--- config.mk ---
export PLATFORM = sky130hd
export DESIGN_NAME = spectrum_packet_reassembly
export DESIGN_NICKNAME = d
export VERILOG_FILES = /design/src/rtl/spr_pkg.sv /design/src/rtl/spr_step.sv /design/src/rtl/spectrum_packet_reassembly.sv
export SDC_FILE = /design/constraint.sdc
export NUM_CORES = 1
export LEC_CHECK = 0
export CORE_MARGIN = 1
export CORE_UTILIZATION = 65
export DETAILED_ROUTE_END_ITERATION = 8
export DONT_BUFFER_PORTS = 1
export PLACE_DENSITY = 0.8
export SETUP_SLACK_MARGIN = 0.02
export SYNTH_ARGS = -nofsm -noshare
export SYNTH_HDL_FRONTEND = slang
export SYNTH_SLANG_ARGS = --single-unit
--- constraint.sdc ---
create_clock -name aclk -period 11.17 [get_ports aclk]
set_clock_uncertainty 0.05 [all_clocks]
set_input_delay 0.5585 -clock aclk [delete_from_list [all_inputs] [get_ports aclk]]
set_output_delay 0.5585 -clock aclk [all_outputs]
set_load 0.1 [all_outputs]
--- src/rtl/spr_pkg.sv ---
`default_nettype none
// ----------------------------------------------------------------------------
// spr_pkg - spectrum packet reassembly shared definitions
// Field widths, fixed packet geometry, payload and state types.
// ----------------------------------------------------------------------------
package spr_pkg;

    // fixed geometry: sub-packet index is the low bits of the sequence number
    localparam int SUB_W                = 2;
    localparam int PACKETS_PER_SPECTRUM = 1 << SUB_W;

    // defaults for the top level parameters
    localparam int CHANNELS_DEF   = 2048;
    localparam int MAX_REPEAT_DEF = 255;

    // field widths
    localparam int SEQ_W      = 64;
    localparam int SPEC_W     = SEQ_W - SUB_W;
    localparam int POWER_W    = 32;
    localparam int ADDR_OUT_W = 11;
    localparam int REP_W      = 8;

    // one channel word on the input channel
    typedef struct packed {
        logic [SEQ_W-1:0]          sequence_number;
        logic                      first_of_packet;
        logic signed [POWER_W-1:0] xx_power;
        logic signed [POWER_W-1:0] yy_power;
    } spr_in_t;

    // one result word for the spectrum buffer
    typedef struct packed {
        logic                      write_valid;
        logic [ADDR_OUT_W-1:0]     channel_address;
        logic signed [POWER_W-1:0] xx_out;
        logic signed [POWER_W-1:0] yy_out;
        logic                      missed_packet;
        logic                      spectrum_done;
        logic [REP_W-1:0]          repeat_count;
    } spr_out_t;

    // packet tracking state carried from word to word
    typedef struct packed {
        logic              waiting;
        logic              seen;
        logic              dropped;
        logic              written;
        logic [SUB_W-1:0]  cur_sub;
        logic [SEQ_W-1:0]  prev_seq;
        logic [SPEC_W-1:0] cur_spec;
        logic [SPEC_W-1:0] last_spec;
    } spr_state_t;

endpackage
`default_nettype wire

--- src/rtl/spr_step.sv ---
`default_nettype none
// ----------------------------------------------------------------------------
// spr_step - per-word reassembly logic
// Updates packet tracking state for one channel word and forms its result.
// ----------------------------------------------------------------------------
module spr_step import spr_pkg::*; #(
    parameter int CHANNELS   = CHANNELS_DEF,
    parameter int MAX_REPEAT = MAX_REPEAT_DEF,
    localparam int WPP   = CHANNELS / PACKETS_PER_SPECTRUM,
    localparam int POS_W = (WPP > 1) ? $clog2(WPP) : 1
) (
    input  wire spr_in_t          in_data,
    input  wire spr_state_t       st,
    input  wire logic [POS_W-1:0] pos,
    input  wire logic             flip_band,
    output spr_state_t            st_next,
    output logic [POS_W-1:0]      pos_next,
    output spr_out_t              res
);

    localparam int ADDR_W = $clog2(CHANNELS);
    localparam int EXT_W  = (ADDR_W > ADDR_OUT_W) ? ADDR_W : ADDR_OUT_W;
    localparam int SAT    = (MAX_REPEAT < 255) ? MAX_REPEAT : 255;

    logic [SUB_W-1:0]  sub;
    logic              missed;
    logic              wv;
    logic              last_word;
    logic              ahead;
    logic [EXT_W-1:0]  addr_lin;
    logic [EXT_W-1:0]  addr_flip;
    logic [SPEC_W-1:0] gap;

    assign sub = in_data.sequence_number[SUB_W-1:0];

    // sequence tracking and word position
    always_comb begin
        st_next  = st;
        pos_next = pos;
        missed   = 1'b0;
        if (in_data.first_of_packet) begin
            pos_next = '0;
            if (st.waiting && (sub != '0)) begin
                st_next.dropped = 1'b1;
            end else begin
                st_next.waiting  = 1'b0;
                st_next.dropped  = 1'b0;
                missed           = st.seen &&
                                   (in_data.sequence_number != st.prev_seq + 64'd1);
                st_next.seen     = 1'b1;
                st_next.prev_seq = in_data.sequence_number;
                st_next.cur_sub  = sub;
                st_next.cur_spec = in_data.sequence_number[SEQ_W-1:SUB_W];
            end
        end else if (pos == POS_W'(WPP - 1)) begin
            pos_next = '0;
        end else begin
            pos_next = pos + 1'b1;
        end

        // completed spectrum bookkeeping
        if (!st_next.waiting && !st_next.dropped &&
            (st_next.cur_sub == SUB_W'(PACKETS_PER_SPECTRUM - 1)) &&
            (pos_next == POS_W'(WPP - 1))) begin
            st_next.written   = 1'b1;
            st_next.last_spec = st_next.cur_spec;
        end
    end

    // buffer address, optionally mirrored
    assign wv        = !st_next.waiting && !st_next.dropped;
    assign addr_lin  = EXT_W'(st_next.cur_sub) * EXT_W'(WPP) + EXT_W'(pos_next);
    assign addr_flip = flip_band ? (EXT_W'(CHANNELS - 1) - addr_lin) : addr_lin;
    assign last_word = (st_next.cur_sub == SUB_W'(PACKETS_PER_SPECTRUM - 1)) &&
                       (pos_next == POS_W'(WPP - 1));

    // skipped spectra since the last one completed
    assign ahead = st_next.cur_spec > st.last_spec;
    assign gap   = st_next.cur_spec - st.last_spec - SPEC_W'(1);

    // result word
    always_comb begin
        res                 = '0;
        res.write_valid     = wv;
        res.xx_out          = in_data.xx_power;
        res.yy_out          = in_data.yy_power;
        if (wv) begin
            res.channel_address = addr_flip[ADDR_OUT_W-1:0];
            res.missed_packet   = missed;
            if (last_word) begin
                res.spectrum_done = 1'b1;
                if (st.written && ahead) begin
                    res.repeat_count = (gap > SPEC_W'(SAT)) ? REP_W'(SAT)
                                                             : gap[REP_W-1:0];
                end
            end
        end
    end

endmodule
`default_nettype wire

--- src/rtl/spectrum_packet_reassembly.sv ---
`default_nettype none
// ----------------------------------------------------------------------------
// spectrum_packet_reassembly - packetised spectrum reassembly
// Places channel words into spectrum buffer addresses and checks sequence.
// ----------------------------------------------------------------------------
// Usage
//   s_valid/s_ready/s_data carry one channel word per transfer: sequence
//   number, first-of-packet mark and the XX and YY powers. m_valid/m_ready/
//   m_data carry one buffer write per word: write_valid, channel address,
//   powers, missed-packet flag, spectrum-done mark and repeat count.
//   cfg_we/cfg_wdata write flip_band; write it while idle.
// Pipeline: an accepted word is held in the input register, and its result is
//   formed from it and held in the result register that drives m_data.
// Throughput: one word per cycle while m_ready is high; the per-word state update is a
//   single pass of logic between the input register and the result register.
// Reset: both channels empty, flip_band cleared, and the block discards
//   packets until one arrives with sub-index 0.
// Stall: while m_ready is low the result holds, one further word waits in
//   the input register, and s_ready then drops until the result is taken.
// ----------------------------------------------------------------------------
module spectrum_packet_reassembly import spr_pkg::*; #(
    parameter int CHANNELS   = CHANNELS_DEF,
    parameter int MAX_REPEAT = MAX_REPEAT_DEF
) (
    input  wire logic    aclk,
    input  wire logic    aresetn,
    input  wire logic    cfg_we,
    input  wire logic    cfg_wdata,
    input  wire logic    s_valid,
    output logic         s_ready,
    input  wire spr_in_t s_data,
    output logic         m_valid,
    input  wire logic    m_ready,
    output spr_out_t     m_data
);

    localparam int WPP   = CHANNELS / PACKETS_PER_SPECTRUM;
    localparam int POS_W = (WPP > 1) ? $clog2(WPP) : 1;
    localparam int SAT   = (MAX_REPEAT < 255) ? MAX_REPEAT : 255;

    logic             flip_band_reg;
    logic             in_valid_reg,  in_valid_next;
    spr_in_t          in_data_reg;
    logic             out_valid_reg, out_valid_next;
    spr_out_t         out_data_reg,  out_data_next;
    spr_state_t       st_reg,        st_next;
    spr_state_t       st_rst;
    logic [POS_W-1:0] pos_reg,       pos_next;
    logic             out_free;
    logic             adv;
    logic             s_xfer;

    // handshake
    assign out_free = !out_valid_reg || m_ready;
    assign adv      = in_valid_reg && out_free;
    assign s_ready  = !in_valid_reg || out_free;
    assign s_xfer   = s_valid && s_ready;
    assign m_valid  = out_valid_reg;
    assign m_data   = out_data_reg;

    always_comb begin
        in_valid_next  = s_xfer ? 1'b1 : (adv ? 1'b0 : in_valid_reg);
        out_valid_next = adv ? 1'b1 : (m_ready ? 1'b0 : out_valid_reg);
    end

    // reset value of the tracking state: waiting for a spectrum start
    always_comb begin
        st_rst         = '0;
        st_rst.waiting = 1'b1;
    end

    // per-word logic
    spr_step #(
        .CHANNELS   (CHANNELS),
        .MAX_REPEAT (MAX_REPEAT)
    ) u_step (
        .in_data   (in_data_reg),
        .st        (st_reg),
        .pos       (pos_reg),
        .flip_band (flip_band_reg),
        .st_next   (st_next),
        .pos_next  (pos_next),
        .res       (out_data_next)
    );

    // control and tracking state
    always_ff @(posedge aclk) begin
        if (!aresetn) begin
            flip_band_reg     <= 1'b0;
            in_valid_reg      <= 1'b0;
            out_valid_reg     <= 1'b0;
            st_reg            <= st_rst;
            pos_reg           <= '0;
        end else begin
            in_valid_reg  <= in_valid_next;
            out_valid_reg <= out_valid_next;
            if (cfg_we) begin
                flip_band_reg <= cfg_wdata;
            end
            if (adv) begin
                st_reg  <= st_next;
                pos_reg <= pos_next;
            end
        end
    end

    // payload registers
    always_ff @(posedge aclk) begin
        if (s_xfer) begin
            in_data_reg <= s_data;
        end
        if (adv) begin
            out_data_reg <= out_data_next;
        end
    end

    // checks
    a_hold_input : assert property (@(posedge aclk) disable iff (!aresetn)
        (in_valid_reg && !out_free) |=> (in_valid_reg && $stable(in_data_reg)))
        else $error("input register changed while result stalled");

    a_done_marks_written : assert property (@(posedge aclk) disable iff (!aresetn)
        (adv && out_data_next.spectrum_done) |=> st_reg.written)
        else $error("completed spectrum not recorded");

    a_write_after_start : assert property (@(posedge aclk) disable iff (!aresetn)
        (adv && out_data_next.write_valid) |=> !st_reg.waiting)
        else $error("stored word while still waiting for start");

    a_repeat_sat : assert property (@(posedge aclk) disable iff (!aresetn)
        m_valid |-> (m_data.repeat_count <= REP_W'(SAT)))
        else $error("repeat count above saturation limit");

endmodule
`default_nettype wire

### Word level (Yosys, flattened, before mapping)

Cells that the tools add are included.

| word-level totals | value |
|---|---|
| register bits after elaboration | 421 |
| latch bits | 0 |
| RAM bits | 0 |
| memory bits (read-only) | 0 |
| bits of input ports | 135 |
| logic and storage cells | 75 |
| memories kept | 0 |

| operators by class | value |
|---|---|
| $add $sub $neg | 6 |
| $mul | 0 |
| divide/modulo/power cells | 0 |
| order comparisons | 2 |
| eq/ne operators | 4 |
| shifts and indexed selects | 0 |
| mux-type cells | 15 |
| bitwise gates (word level) | 3 |
| reductions and logical operators | 22 |

Operators by type and width:

| cell | count |
|---|---|
| 128-bit 2-to-1 mux | 2 |
| 64-bit by 1-bit adder with 64-bit output, second input constant | 1 |
| 64-bit inequality test | 1 |
| 62-bit > comparator | 1 |
| 62-bit by 8-bit > comparator with 1-bit output, second input constant | 1 |
| 62-bit by 1-bit subtractor with 62-bit output, second input constant | 1 |
| 62-bit subtractor | 1 |
| 9-bit 2-to-1 mux | 3 |
| 9-bit == test, second input constant | 2 |
| 8-bit 2-to-1 mux | 2 |
| 11-bit by 9-bit adder with 11-bit output | 1 |
| 11-bit 2-to-1 mux | 1 |
| 11-bit subtractor, first input constant | 1 |
| 9-bit by 1-bit adder with 9-bit output, second input constant | 1 |
| 1-bit logical AND | 9 |
| 3-bit AND reduction | 2 |
| 2-bit nonzero test | 3 |
| 1-bit 2-to-1 mux | 5 |
| 1-bit logical NOT | 4 |
| 3-bit 2-to-1 mux | 1 |
| 1-bit NOT | 3 |
| 3-bit OR reduction | 1 |
| 2-bit == test, second input constant | 1 |
| 1-bit logical OR | 2 |
| 2 further kinds | 2 |

### Logic depth before layout (Yosys ltp)

Gate-level depths: netlist of the first run.

| logic depth | value |
|---|---|
| depth after elaboration | 10 |
| depth in mapped cells | 19 |
| depth with buffers taken out | 17 |

### Cells and area by module

From an unflattened synthesis of the first run, not the netlist that was laid out.

| second synthesis, totals | value |
|---|---|
| cells, all modules | 2876 |
| area, all modules | 24686.2 um2 |

Modules (own cells, without submodules):

| module | times used | cells each | area each (um2) | seq. area each (um2) |
|---|---|---|---|---|
| spectrum_packet_reassembly | 1 | 1107 | 14646.5 | 10580.1 |
| spr_step | 1 | 1769 | 10039.6 | 0.0 |

### Worst setup path after synthesis of the first run

Ideal clock, no wire load.

| path | value |
|---|---|
| kind | flip-flop to flip-flop |
| start | register in_data_reg[65] (netlist name) |
| end | register out_data_reg (netlist bit m_data[0]) (data pin) |
| arrival time | 5.142 ns |
| slack | 5.688 ns |
| cell stages (with the launch flop) | 18 |
| path buffers | 2 |
| period minus slack after synthesis | 5.482 ns |
| path through | edfxtp_1 -> o21ai_0 -> nand2_1 -> clkbuf_1 -> clkbuf_1 -> mux2_2 -> ha_1 -> o211ai_1 -> o21a_1 -> or4b_4 -> a211o_1 -> o311a_4 -> and3_1 -> or4_4 -> nor4_2 -> nand4_1 -> nor4_4 -> a31oi_1 |

RTL lines:

| item | line | source |
|---|---|---|
| start, declared | spectrum_packet_reassembly.sv:43 | `spr_in_t in_data_reg;` |
| start signal, assigned | spectrum_packet_reassembly.sv:110 | `in_data_reg <= s_data;` |
| end signal, assigned | spectrum_packet_reassembly.sv:113 | `out_data_reg <= out_data_next;` |
| end, declared | spectrum_packet_reassembly.sv:45 | `spr_out_t out_data_reg, out_data_next;` |

==> metrics.csv, run 1 <==
stage;metric;value;unit
critical_path;Critical Path Source Type;flip-flop;
routing;highest metal used;met5;
synthesis;Yosys Warn Count;0;
clock_network;Num CTS Buffers;41;
place;dpl cells;2400;
clock_network;Worst-path clk slew;0.06;ns
routing;average wire per standard cell;21.8;um
routing;vias post-DR;16200;
cells_and_area;share of cells above drive strength 1;0.0776;
synthesis;asr flop ratio synth;0;
sta;Tightest Pin Transition;1.17;ns
synthesis;cell accounting for the most synthesized area;edfxtp_1;
run_status;status;finished, final reports clean;
clock_network;Hold-fix buffers, CTS;0;
global_route;remaining global-route overflow;0;
clock_network;CTS tree;yes;
global_route;Global Route Usage Sum;0.326;
clock_network;clk_lat worst skew;0.56;ns
sta;min Tclk post-route;6.33;ns
routing;metal3 WL;3850;um
floorplan;Die X;182;um
floorplan;core area;31600;um2
sta;unrepaired setup endpoints after global routing;no;
global_route;global-route wire length before repair;84400;um
synthesis;top cell type's share of synthesized area;0.308;
synthesis;most numerous cell in the Yosys netlist;nand2_1;
power_and_ir_drop;Peak VDD IR;152;uV
cells_and_area;layout net count;2243;
global_route;initial antenna violation count;5;
critical_path;Setup CP Type;reg2reg;
worst_hold_path;worst min-delay path category;in2reg;
place;gpl congestion;0.999;
cells_and_area;layout filler cell count;2239;
floorplan;DIE AREA;33000;um2
cells_and_area;Non-Filler Instances;2481;
routing;DR iter-0 viols;1472;
sta;hold slack;0.0305;ns
critical_path;WP data arrival;6.53;ns
synthesis;top post-synthesis cells by area;edfxtp_1, dfxtp_1, a22o_1, nand2_1, a21oi_1;
clock_network;CTS H-tree depth;2;
cells_and_area;storage element area;10600;um2
critical_path;critical path required time;11.37;ns
clock_network;post-CTS sizing;0;
routing;post-route ant nets;0;
sta;Final Setup Violations;0;
floorplan;Top Ports;223;
sta;setup TNS;0;ns
sta;relative slew slack;0.200;
synthesis;Mapped Avg Cell Area;9.99;um2
routing;DRC;0;
floorplan;Starting Density;0.663;
sta;pins over their slew limit;0;
synthesis;Top FF cell, synth;edfxtp_1;
sta;final hold viol count;0;
cells_and_area;Area Growth Syn to Fin;7.24;%
synthesis;Syn Nets;2301;
critical_path;Critical Path End Type;flip-flop;
place;# port buffers;0;
routing;First-pass DRT Iterations;6;
sta;Tcrit/Tclk final;0.566;
clock_network;clock root cell;clkbuf_16;
floorplan;num rows;65;
global_route;vias in the first global route;15000;
synthesis;Synth cell types;79;
cells_and_area;area of the multi-input gates;9650;um2
clock_network;post-CTS setup buffers;0;
sta;Max Freq;158;MHz
synthesis;sequential share of the synthesized area;0.504;
routing;Met2 Wirelength;25300;um
routing;Post-Route M1 WL;23400;um
place;DP HPWL;39100;um
clock_network;Clock Path Buffers;3;
synthesis;synth cell count leaders;nand2_1, edfxtp_1, dfxtp_1;
floorplan;Die Span Y;182;um
power_and_ir_drop;leak pwr;0.00822;uW
routing;Routed WL;54200;um
synthesis;flops & latches, synth;421;
critical_path;CP max FO;71;
global_route;largest net degree at the start of global routing;86;
clock_network;clk sinks;421;
synthesis;Syn Std Cell Area;21000;um2
routing;Vias/cell;6.52;
run;Max Cap Viol;0;
power_and_ir_drop;pwr dens;165;nW/um2
synthesis;Post-Synthesis Cells;2099;
synthesis;Post-synth EDFFs;215;
cells_and_area;max FFs per register;194;
-- cells in the final DEF, fill, tap and decap left out, drive strengths merged, types with 5 or more instances in the layout --
cell / Yosys / final
a211o: 6 / 6
a211oi: 17 / 17
a21o: 13 / 13
a21oi: 180 / 180
a22o: 128 / 128
a31oi: 20 / 20
and2: 18 / 18
and3: 12 / 12
and4: 9 / 9
buf: 5 / 13
clkbuf: 109 / 57
clkinv: 1 / 14
dfxtp: 206 / 206
diode: 0 / 5
edfxtp: 215 / 215
ha: 66 / 66
inv: 91 / 94
mux2: 65 / 65
mux2i: 19 / 19
nand2: 265 / 265
nand2b: 8 / 8
nand3: 50 / 50
nand4: 59 / 59
nor2: 126 / 126
nor2b: 9 / 9
nor3: 35 / 35
nor4: 22 / 22
o2111ai: 5 / 5
o211ai: 12 / 12
o21a: 20 / 20
o21ai: 85 / 85
o21bai: 9 / 9
o22ai: 7 / 7
o31ai: 5 / 5
or2: 7 / 7
or3: 5 / 5
xnor2: 70 / 70
xor2: 63 / 63
-- area by class of cell --
cell class,instances,area share
inverter,92,0.0154
clock inverter,19,0.00795
timing repair buffer,13,0.00434
multi-input combinational,1472,0.429
clock buffer,57,0.0501
sequential,421,0.470
antenna,5,0.000556
tap,402,0.0224
-- worst max-delay path, cell delays in order, from the launching register on --
cell and delay, ns:
edfxtp_1 0.45, o21ai_0 0.17, nand2_2 0.09, buf_4 0.74
mux2_2 0.46, ha_1 0.22, inv_1 0.08, fa_1 0.20
nand2b_1 0.14, a211oi_1 0.14, o21ai_0 0.61, nand2_1 0.29
a21oi_1 0.41, nor3_1 0.07, or3_1 0.36, nor4_1 0.34
nand4_1 0.26, nor4_2 0.70, a31oi_1 0.21
-- report_power, final --
part	leakage, uW	total [uW]	internal (uW)	switching, uW
registers	0.00373	1820	1680	140
logic	0.00386	550	197	353
clock network	0.000631	1350	760	586
total	0.00822	3720	2640	1080
-- layer usage --
| metal | track usage | up-vias |
|---|---|---|
| met4 | 0.113 | 2 |
| met1 | 0.443 | 7870 |
| met3 | 0.0546 | 79 |
| li1 | - | 7561 |
| met2 | 0.528 | 653 |
| met5 | 0 | - |
-- metrics by stage --
stage	setup WS [ns]	power [uW]	utilization	area (um2)
4_1_cts	4.99	3720	0.711	22500
3_3_place_gp	5.18	2390	0.669	21200
3_5_place_dp	5.00	2390	0.669	21200
2_1_floorplan	5.69	2240	-	21000
6_report	4.84	3720	0.711	22500
5_1_grt	4.43	3840	0.711	22500
-- path summary, 6_finish.rpt --
check / slack (ns) / endpoint / cells after the start / from
setup / recovery: 4.84 / m_data[2] / 18 / in_data_reg[65]
hold / removal: 0.03 / st_reg[193] / 1 / aresetn
setup reg to reg: 4.84 / m_data[2] / 18 / in_data_reg[65]
hold reg to reg: 0.37 / m_data[13] / 0 / in_data_reg[3]
-- cells by family (layout without fill, tap and decap cells) --
logic type               Yosys count  count (layout)  share of synthesized area
AO/OA/AOI/OAI                    546             546                      0.174
XOR/XNOR                         133             133                     0.0555
adder cells (fa/ha/maj)           67              67                     0.0403
buffers and inverters            206             181                     0.0369
flip-flops                       421             421                      0.504
multiplexers                      84              84                     0.0440
other                              0               5                          0
AND/OR/NAND/NOR                  642             642                      0.144
No activity file was read; power rests on OpenSTA's default activity.
==> inputs of run 2 (changes only) <==
--- a/config.mk
+++ b/config.mk
@@ -6,10 +6,10 @@
 export NUM_CORES = 1
 export LEC_CHECK = 0
 export CORE_MARGIN = 1
-export CORE_UTILIZATION = 65
+export CORE_UTILIZATION = 64
 export DETAILED_ROUTE_END_ITERATION = 8
 export DONT_BUFFER_PORTS = 1
-export PLACE_DENSITY = 0.8
+export PLACE_DENSITY = 0.79
 export SETUP_SLACK_MARGIN = 0.02
 export SYNTH_ARGS = -nofsm -noshare
 export SYNTH_HDL_FRONTEND = slang
==> constraint.sdc (replaced) <==
create_clock -name aclk -period 6.3 [get_ports aclk]
set_clock_uncertainty 0.05 [all_clocks]
set_input_delay 0.315 -clock aclk [delete_from_list [all_inputs] [get_ports aclk]]
set_output_delay 0.315 -clock aclk [all_outputs]
set_load 0.1 [all_outputs]
==> metrics.csv, run 2 (same netlist as run 1, synthesis figures left out) <==
stage;metric;value;unit
critical_path;Critical Path Source Type;flip-flop;
power_and_ir_drop;Reg power frac;0.468;
critical_path;slowest stage delay, CP;0.57;ns
clock_network;Num CTS Buffers;41;
routing;First-pass DRT Iterations;6;
power_and_ir_drop;Clock power frac;0.374;
place;# port buffers;0;
worst_hold_path;worst min-delay path category;in2reg;
cells_and_area;max FFs per register;194;
power_and_ir_drop;sw frac;0.294;
cells_and_area;Non-Filler Instances;2657;
cells_and_area;most common cell after layout, fill and taps aside;nand2_1;
power_and_ir_drop;P_sw;2030;uW
global_route;global-route wire length before repair;99400;um
cells_and_area;layout net count;2390;
critical_path;CP max FO;15;
power_and_ir_drop;pwr dens;288;nW/um2
sta;Final Setup Violations;0;
critical_path;R2R setup slack;0.22;ns
clock_network;Clock Path Buffers;3;
global_route;initial antenna violation count;0;
clock_network;clk_lat worst skew;0.57;ns
power_and_ir_drop;total power;6930;uW
critical_path;Setup CP Type;reg2reg;
sta;hold slack;0.248;ns
cells_and_area;most frequent cells in the layout;nand2_1, edfxtp_1, dfxtp_1, a21oi_1, dlygate4sd3_1;
global_route;Global Route Usage Sum;0.388;
floorplan;num rows;65;
place;gpl congestion;0.968;
power_and_ir_drop;internal power;4890;uW
routing;vias post-DR;17700;
sta;pins over their slew limit;0;
floorplan;Starting Density;0.658;
sta;min Tclk post-route;6.08;ns
floorplan;Die X;183;um
place;DP HPWL;40400;um
run;Max Cap Viol;0;
sta;setup TNS;0;ns
cells_and_area;share of cells above drive strength 1;0.0806;
global_route;largest net degree at the start of global routing;83;
floorplan;Die Span Y;183;um
cells_and_area;layout filler cell count;2035;
floorplan;core area;31900;um2
routing;post-route ant nets;0;
clock_network;clk sinks;421;
sta;final hold viol count;0;
sta;Max Freq;165;MHz
floorplan;Top Ports;223;
sta;Tightest Pin Transition;1.22;ns
routing;DRC;0;
clock_network;CTS tree;yes;
power_and_ir_drop;Peak VDD IR;236;uV
clock_network;Worst-path clk slew;0.07;ns
cells_and_area;Area Growth Syn to Fin;14.8;%
run_status;status;finished, final reports clean;
sta;relative slew slack;0.182;
critical_path;WP data arrival;6.27;ns
sta;unrepaired setup endpoints after global routing;no;
clock_network;clock root cell;clkbuf_16;
critical_path;Critical Path End Type;flip-flop;
critical_path;CP max stage cell;nor4_4;
routing;Vias/cell;6.67;
clock_network;CTS H-tree depth;2;
critical_path;critical path required time;6.49;ns
global_route;remaining global-route overflow;0;
power_and_ir_drop;Comb power frac;0.158;
routing;average wire per standard cell;24.8;um
floorplan;DIE AREA;33500;um2
global_route;vias in the first global route;16800;
routing;Routed WL;65900;um
routing;DR iter-0 viols;2115;
place;dpl cells;2445;
power_and_ir_drop;leak pwr;0.00890;uW
sta;Tcrit/Tclk final;0.965;
critical_path;worst path cell trace;o21ai_0, nand2_2, mux2_2, ha_1, o211ai_1, o21a_1, or4b_4, a211o_1, o311a_4, and3_1, or4_4, nor4_2, nand4_1, nor4_4, a31oi_1;
## run 2: changes by cell type in the layout (fill, tap and decap cells not counted), moves of 2 or more
cell / previous run / this run
buf_4: 13 / 24
bufinv_16: 2 / 4
clkbuf_1: 13 / 15
clkbuf_8: 2 / 7
clkinv_1: 7 / 1
diode_2: 5 / 1
dlygate4sd3_1: 0 / 135
inv_6: 3 / 1
## run 2: path summary, 6_finish.rpt
path	from	endpoint	cells after the start
worst max register to register	in_data_reg[65]	m_data[2]	15
worst min-delay path	aresetn	st_reg[185]	3
worst max-delay path	in_data_reg[65]	m_data[2]	15
worst min register to register	in_data_reg[56]	m_data[66]	0
## run 2: power groups by stage
stage / Sequential (uW) / Combinational [uW] / Clock [uW]
final: 3240 / 1090 / 2590
after global routing: 3250 / 1160 / 2690
after CTS: 3230 / 1040 / 2550
after detailed placement: 3290 / 963 / 0
after global placement: 3290 / 964 / 0
after floorplan: 3260 / 707 / 0
## run 2: metal layers
metal	routed length (um)	vias up	track usage
met1	25600	8500	0.494
met4	3570	0	0.187
met5	0	-	0
met2	30700	1153	0.641
li1	-	7857	-
met3	5940	223	0.0687
## run 2: cell type report
type	count	area, um2	area share
Inverter	92	347	0.0144
Clock inverter	12	191	0.00795
Antenna cell	1	2.50	0.000104
Clock buffer	64	1200	0.0500
Timing Repair Buffer	160	1550	0.0644
Tap cell	435	544	0.0226
Multi-Input combinational cell	1472	9660	0.401
Sequential cell	421	10600	0.439
## run 2: stage by stage
step / instance area [um2] / setup WS (ns) / util
2_1_floorplan: 21000 / 0.818 / -
6_report: 24100 / 0.222 / 0.755
3_5_place_dp: 21300 / 0.655 / 0.669
5_1_grt: 24100 / 0.109 / 0.755
3_3_place_gp: 21300 / 0.845 / 0.669
4_1_cts: 24100 / 0.559 / 0.755
## run 2: critical path, delay by kind of cell (launching register included)
| family | cells | cell delay [ns] |
|---|---|---|
| adder cells (fa/ha/maj) | 1 | 0.42 |
| multiplexers | 1 | 0.40 |
| AND/OR/NAND/NOR | 7 | 2.52 |
| flip-flops | 1 | 0.52 |
| AO/OA/AOI/OAI | 6 | 1.85 |
## run 2: repair_timing
| action | CTS | global route |
|---|---|---|
| gates resized for setup | 0 | 2 |
| endpoints found under the setup margin | 0 | 3 |
| buffers inserted | 0 | 0 |
| hold buffers | 135 | 0 |
| endpoints found under the hold margin | 133 | 0 |
==> inputs of run 3 (changes only) <==
--- a/config.mk
+++ b/config.mk
@@ -6,11 +6,12 @@
 export NUM_CORES = 1
 export LEC_CHECK = 0
 export CORE_MARGIN = 1
-export CORE_UTILIZATION = 64
+export CORE_UTILIZATION = 65
 export DETAILED_ROUTE_END_ITERATION = 8
 export DONT_BUFFER_PORTS = 1
-export PLACE_DENSITY = 0.79
+export PLACE_DENSITY = 0.8
 export SETUP_SLACK_MARGIN = 0.02
 export SYNTH_ARGS = -nofsm -noshare
 export SYNTH_HDL_FRONTEND = slang
+export SYNTH_HIERARCHICAL = 1
 export SYNTH_SLANG_ARGS = --single-unit
==> metrics.csv, run 3 <==
stage;metric;value;unit
run_status;status;finished, final reports clean;
clock_network;Clock Path Buffers;3;
routing;Routed WL;76000;um
run;Max Cap Viol;0;
global_route;vias in the first global route;20700;
clock_network;CTS H-tree depth;2;
synthesis;cell accounting for the most synthesized area;edfxtp_1;
critical_path;slowest stage delay, CP;0.45;ns
place;dpl cells;3222;
cells_and_area;Area Growth Syn to Fin;12.7;%
global_route;Global Route Usage Sum;0.384;
power_and_ir_drop;Peak VDD IR;254;uV
routing;average wire per standard cell;21.8;um
global_route;initial antenna violation count;1;
synthesis;flops & latches, synth;421;
sta;min Tclk post-route;5.81;ns
sta;Max Freq;172;MHz
floorplan;Die Span Y;197;um
place;gpl congestion;1.03;
synthesis;Post-Synthesis Cells;2876;
place;DP HPWL;48900;um
routing;First-pass DRT Iterations;6;
synthesis;Synth cell types;83;
sta;Tightest Pin Transition;1.38;ns
sta;hold slack;0.173;ns
clock_network;Num CTS Buffers;43;
synthesis;top post-synthesis cells by area;edfxtp_1, dfxtp_1, nand2_1, mux2i_1, ha_1;
floorplan;DIE AREA;38800;um2
power_and_ir_drop;total power;7370;uW
clock_network;clock root cell;clkbuf_16;
floorplan;Starting Density;0.659;
floorplan;Die X;197;um
clock_network;CTS tree;yes;
power_and_ir_drop;leak pwr;0.0105;uW
clock_network;clk sinks;421;
clock_network;clk_lat worst skew;0.58;ns
synthesis;Mapped Avg Cell Area;8.58;um2
synthesis;synth cell count leaders;nand2_1, edfxtp_1, mux2i_1;
synthesis;Syn Nets;3078;
sta;pins over their slew limit;0;
critical_path;Critical Path End Type;flip-flop;
sta;Final Setup Violations;0;
critical_path;CP max FO;65;
cells_and_area;most common cell after layout, fill and taps aside;nand2_1;
critical_path;Setup CP Type;reg2reg;
floorplan;num rows;71;
global_route;largest net degree at the start of global routing;353;
synthesis;Syn Std Cell Area;24700;um2
routing;DR iter-0 viols;2465;
cells_and_area;most frequent cells in the layout;nand2_1, mux2i_1, edfxtp_1, dfxtp_1, dlygate4sd3_1;
synthesis;Top FF cell, synth;edfxtp_1;
routing;post-route ant nets;0;
global_route;global-route wire length before repair;115000;um
critical_path;Critical Path Source Type;flip-flop;
routing;DRC;0;
power_and_ir_drop;pwr dens;265;nW/um2
floorplan;core area;37500;um2
critical_path;CP max stage cell;edfxtp_1;
floorplan;Top Ports;223;
sta;Tcrit/Tclk final;0.922;
cells_and_area;share of cells above drive strength 1;0.0470;
cells_and_area;max FFs per register;194;
synthesis;most numerous cell in the Yosys netlist;nand2_1;
synthesis;asr flop ratio synth;0;
cells_and_area;layout net count;3148;
synthesis;sequential share of the synthesized area;0.429;
sta;final hold viol count;0;
place;# port buffers;0;
clock_network;Worst-path clk slew;0.06;ns
worst_hold_path;worst min-delay path category;in2reg;
routing;Vias/cell;6.29;
sta;relative slew slack;0.0717;
global_route;remaining global-route overflow;0;
sta;setup TNS;0;ns
synthesis;Post-synth EDFFs;215;
synthesis;Yosys Warn Count;6;
cells_and_area;Final Core Density;0.742;
cells_and_area;ANT cells;0;
sta;unrepaired setup endpoints after global routing;no;
cells_and_area;layout filler cell count;2578;
routing;vias post-DR;22000;
critical_path;worst path cell trace;o21ai_0, and2_2, buf_12, nand2_1, nand2_1, ha_1, a21oi_2, o21ai_0, a21oi_1, o221ai_1, buf_4, a21oi_1, o21ai_0, xor2_1, nor3b_1, nand4_1, nor4_2, buf_4, a21oi_1;
critical_path;critical path required time;6.51;ns
synthesis;top cell type's share of synthesized area;0.262;
critical_path;WP data arrival;6.02;ns
cells_and_area;Non-Filler Instances;3490;
-- run 3: where the power goes --
part	switching, uW	total [uW]	leakage (uW)	internal, uW
Sequential	238	3230	0.00374	2990
Clock	1100	2660	0.000700	1560
Combinational	950	1490	0.00610	536
-- run 3: cell type report --
class                      instances  area (um2)  area share
sequential                       421       10600       0.380
clock inverter                    17         248     0.00891
inverter                          97         364      0.0131
clock buffer                      61        1190      0.0427
multi-input combinational       2154       12500       0.451
tap                              511         639      0.0230
timing repair buffer             229        2260      0.0813
-- run 3: worst paths after layout --
check / startpoint / end / slack [ns] / cells past startpoint
worst min register to register: in_data_reg[63] / m_data[73] / 0.37 / 0
worst max-delay path: in_data_reg[65] / m_data[3] / 0.49 / 19
worst max register to register: in_data_reg[65] / m_data[3] / 0.49 / 19
worst min-delay path: m_ready / st_reg[189] / 0.17 / 3
-- run 3: cell families (layout without fill, tap and decap cells) --
| logic type | Yosys count | after routing | share of synthesized area |
|---|---|---|---|
| fa+ha+maj | 67 | 67 | 0.0343 |
| simple gates | 1312 | 1312 | 0.227 |
| compound gates | 411 | 411 | 0.105 |
| xor+xnor | 144 | 144 | 0.0511 |
| buf+inv | 301 | 404 | 0.0644 |
| flops | 421 | 421 | 0.429 |
| mux | 220 | 220 | 0.0895 |
-- run 3: layer usage --
metal | routed length, um | global-route usage | vias up
met2 | 34800 | 0.622 | 1324
met3 | 6790 | 0.0643 | 297
met5 | 10 | 0 | -
met4 | 3720 | 0.173 | 2
met1 | 30700 | 0.505 | 10400
li1 | - | - | 9972
-- run 3: critical path: cells and delay by family (launching register included) --
kind | cells | cell delay, ns
flops | 1 | 0.45
buf+inv | 3 | 0.79
xor+xnor | 1 | 0.19
simple gates | 6 | 1.48
fa+ha+maj | 1 | 0.37
compound gates | 8 | 2.10
-- run 3: timing repair --
action | in CTS | in global routing
setup endpoints to repair | 0 | 6
hold endpoints to repair | 335 | 0
setup buffers | 0 | 0
hold buffers | 190 | 0
resized for setup | 0 | 1
-- run 3: through the flow --
step	area [um2]	setup WS [ns]
2_1_floorplan	24700	1.07
3_3_place_gp	24500	0.643
3_5_place_dp	24500	0.558
4_1_cts	27800	0.528
5_1_grt	27800	0.172
6_report	27800	0.494
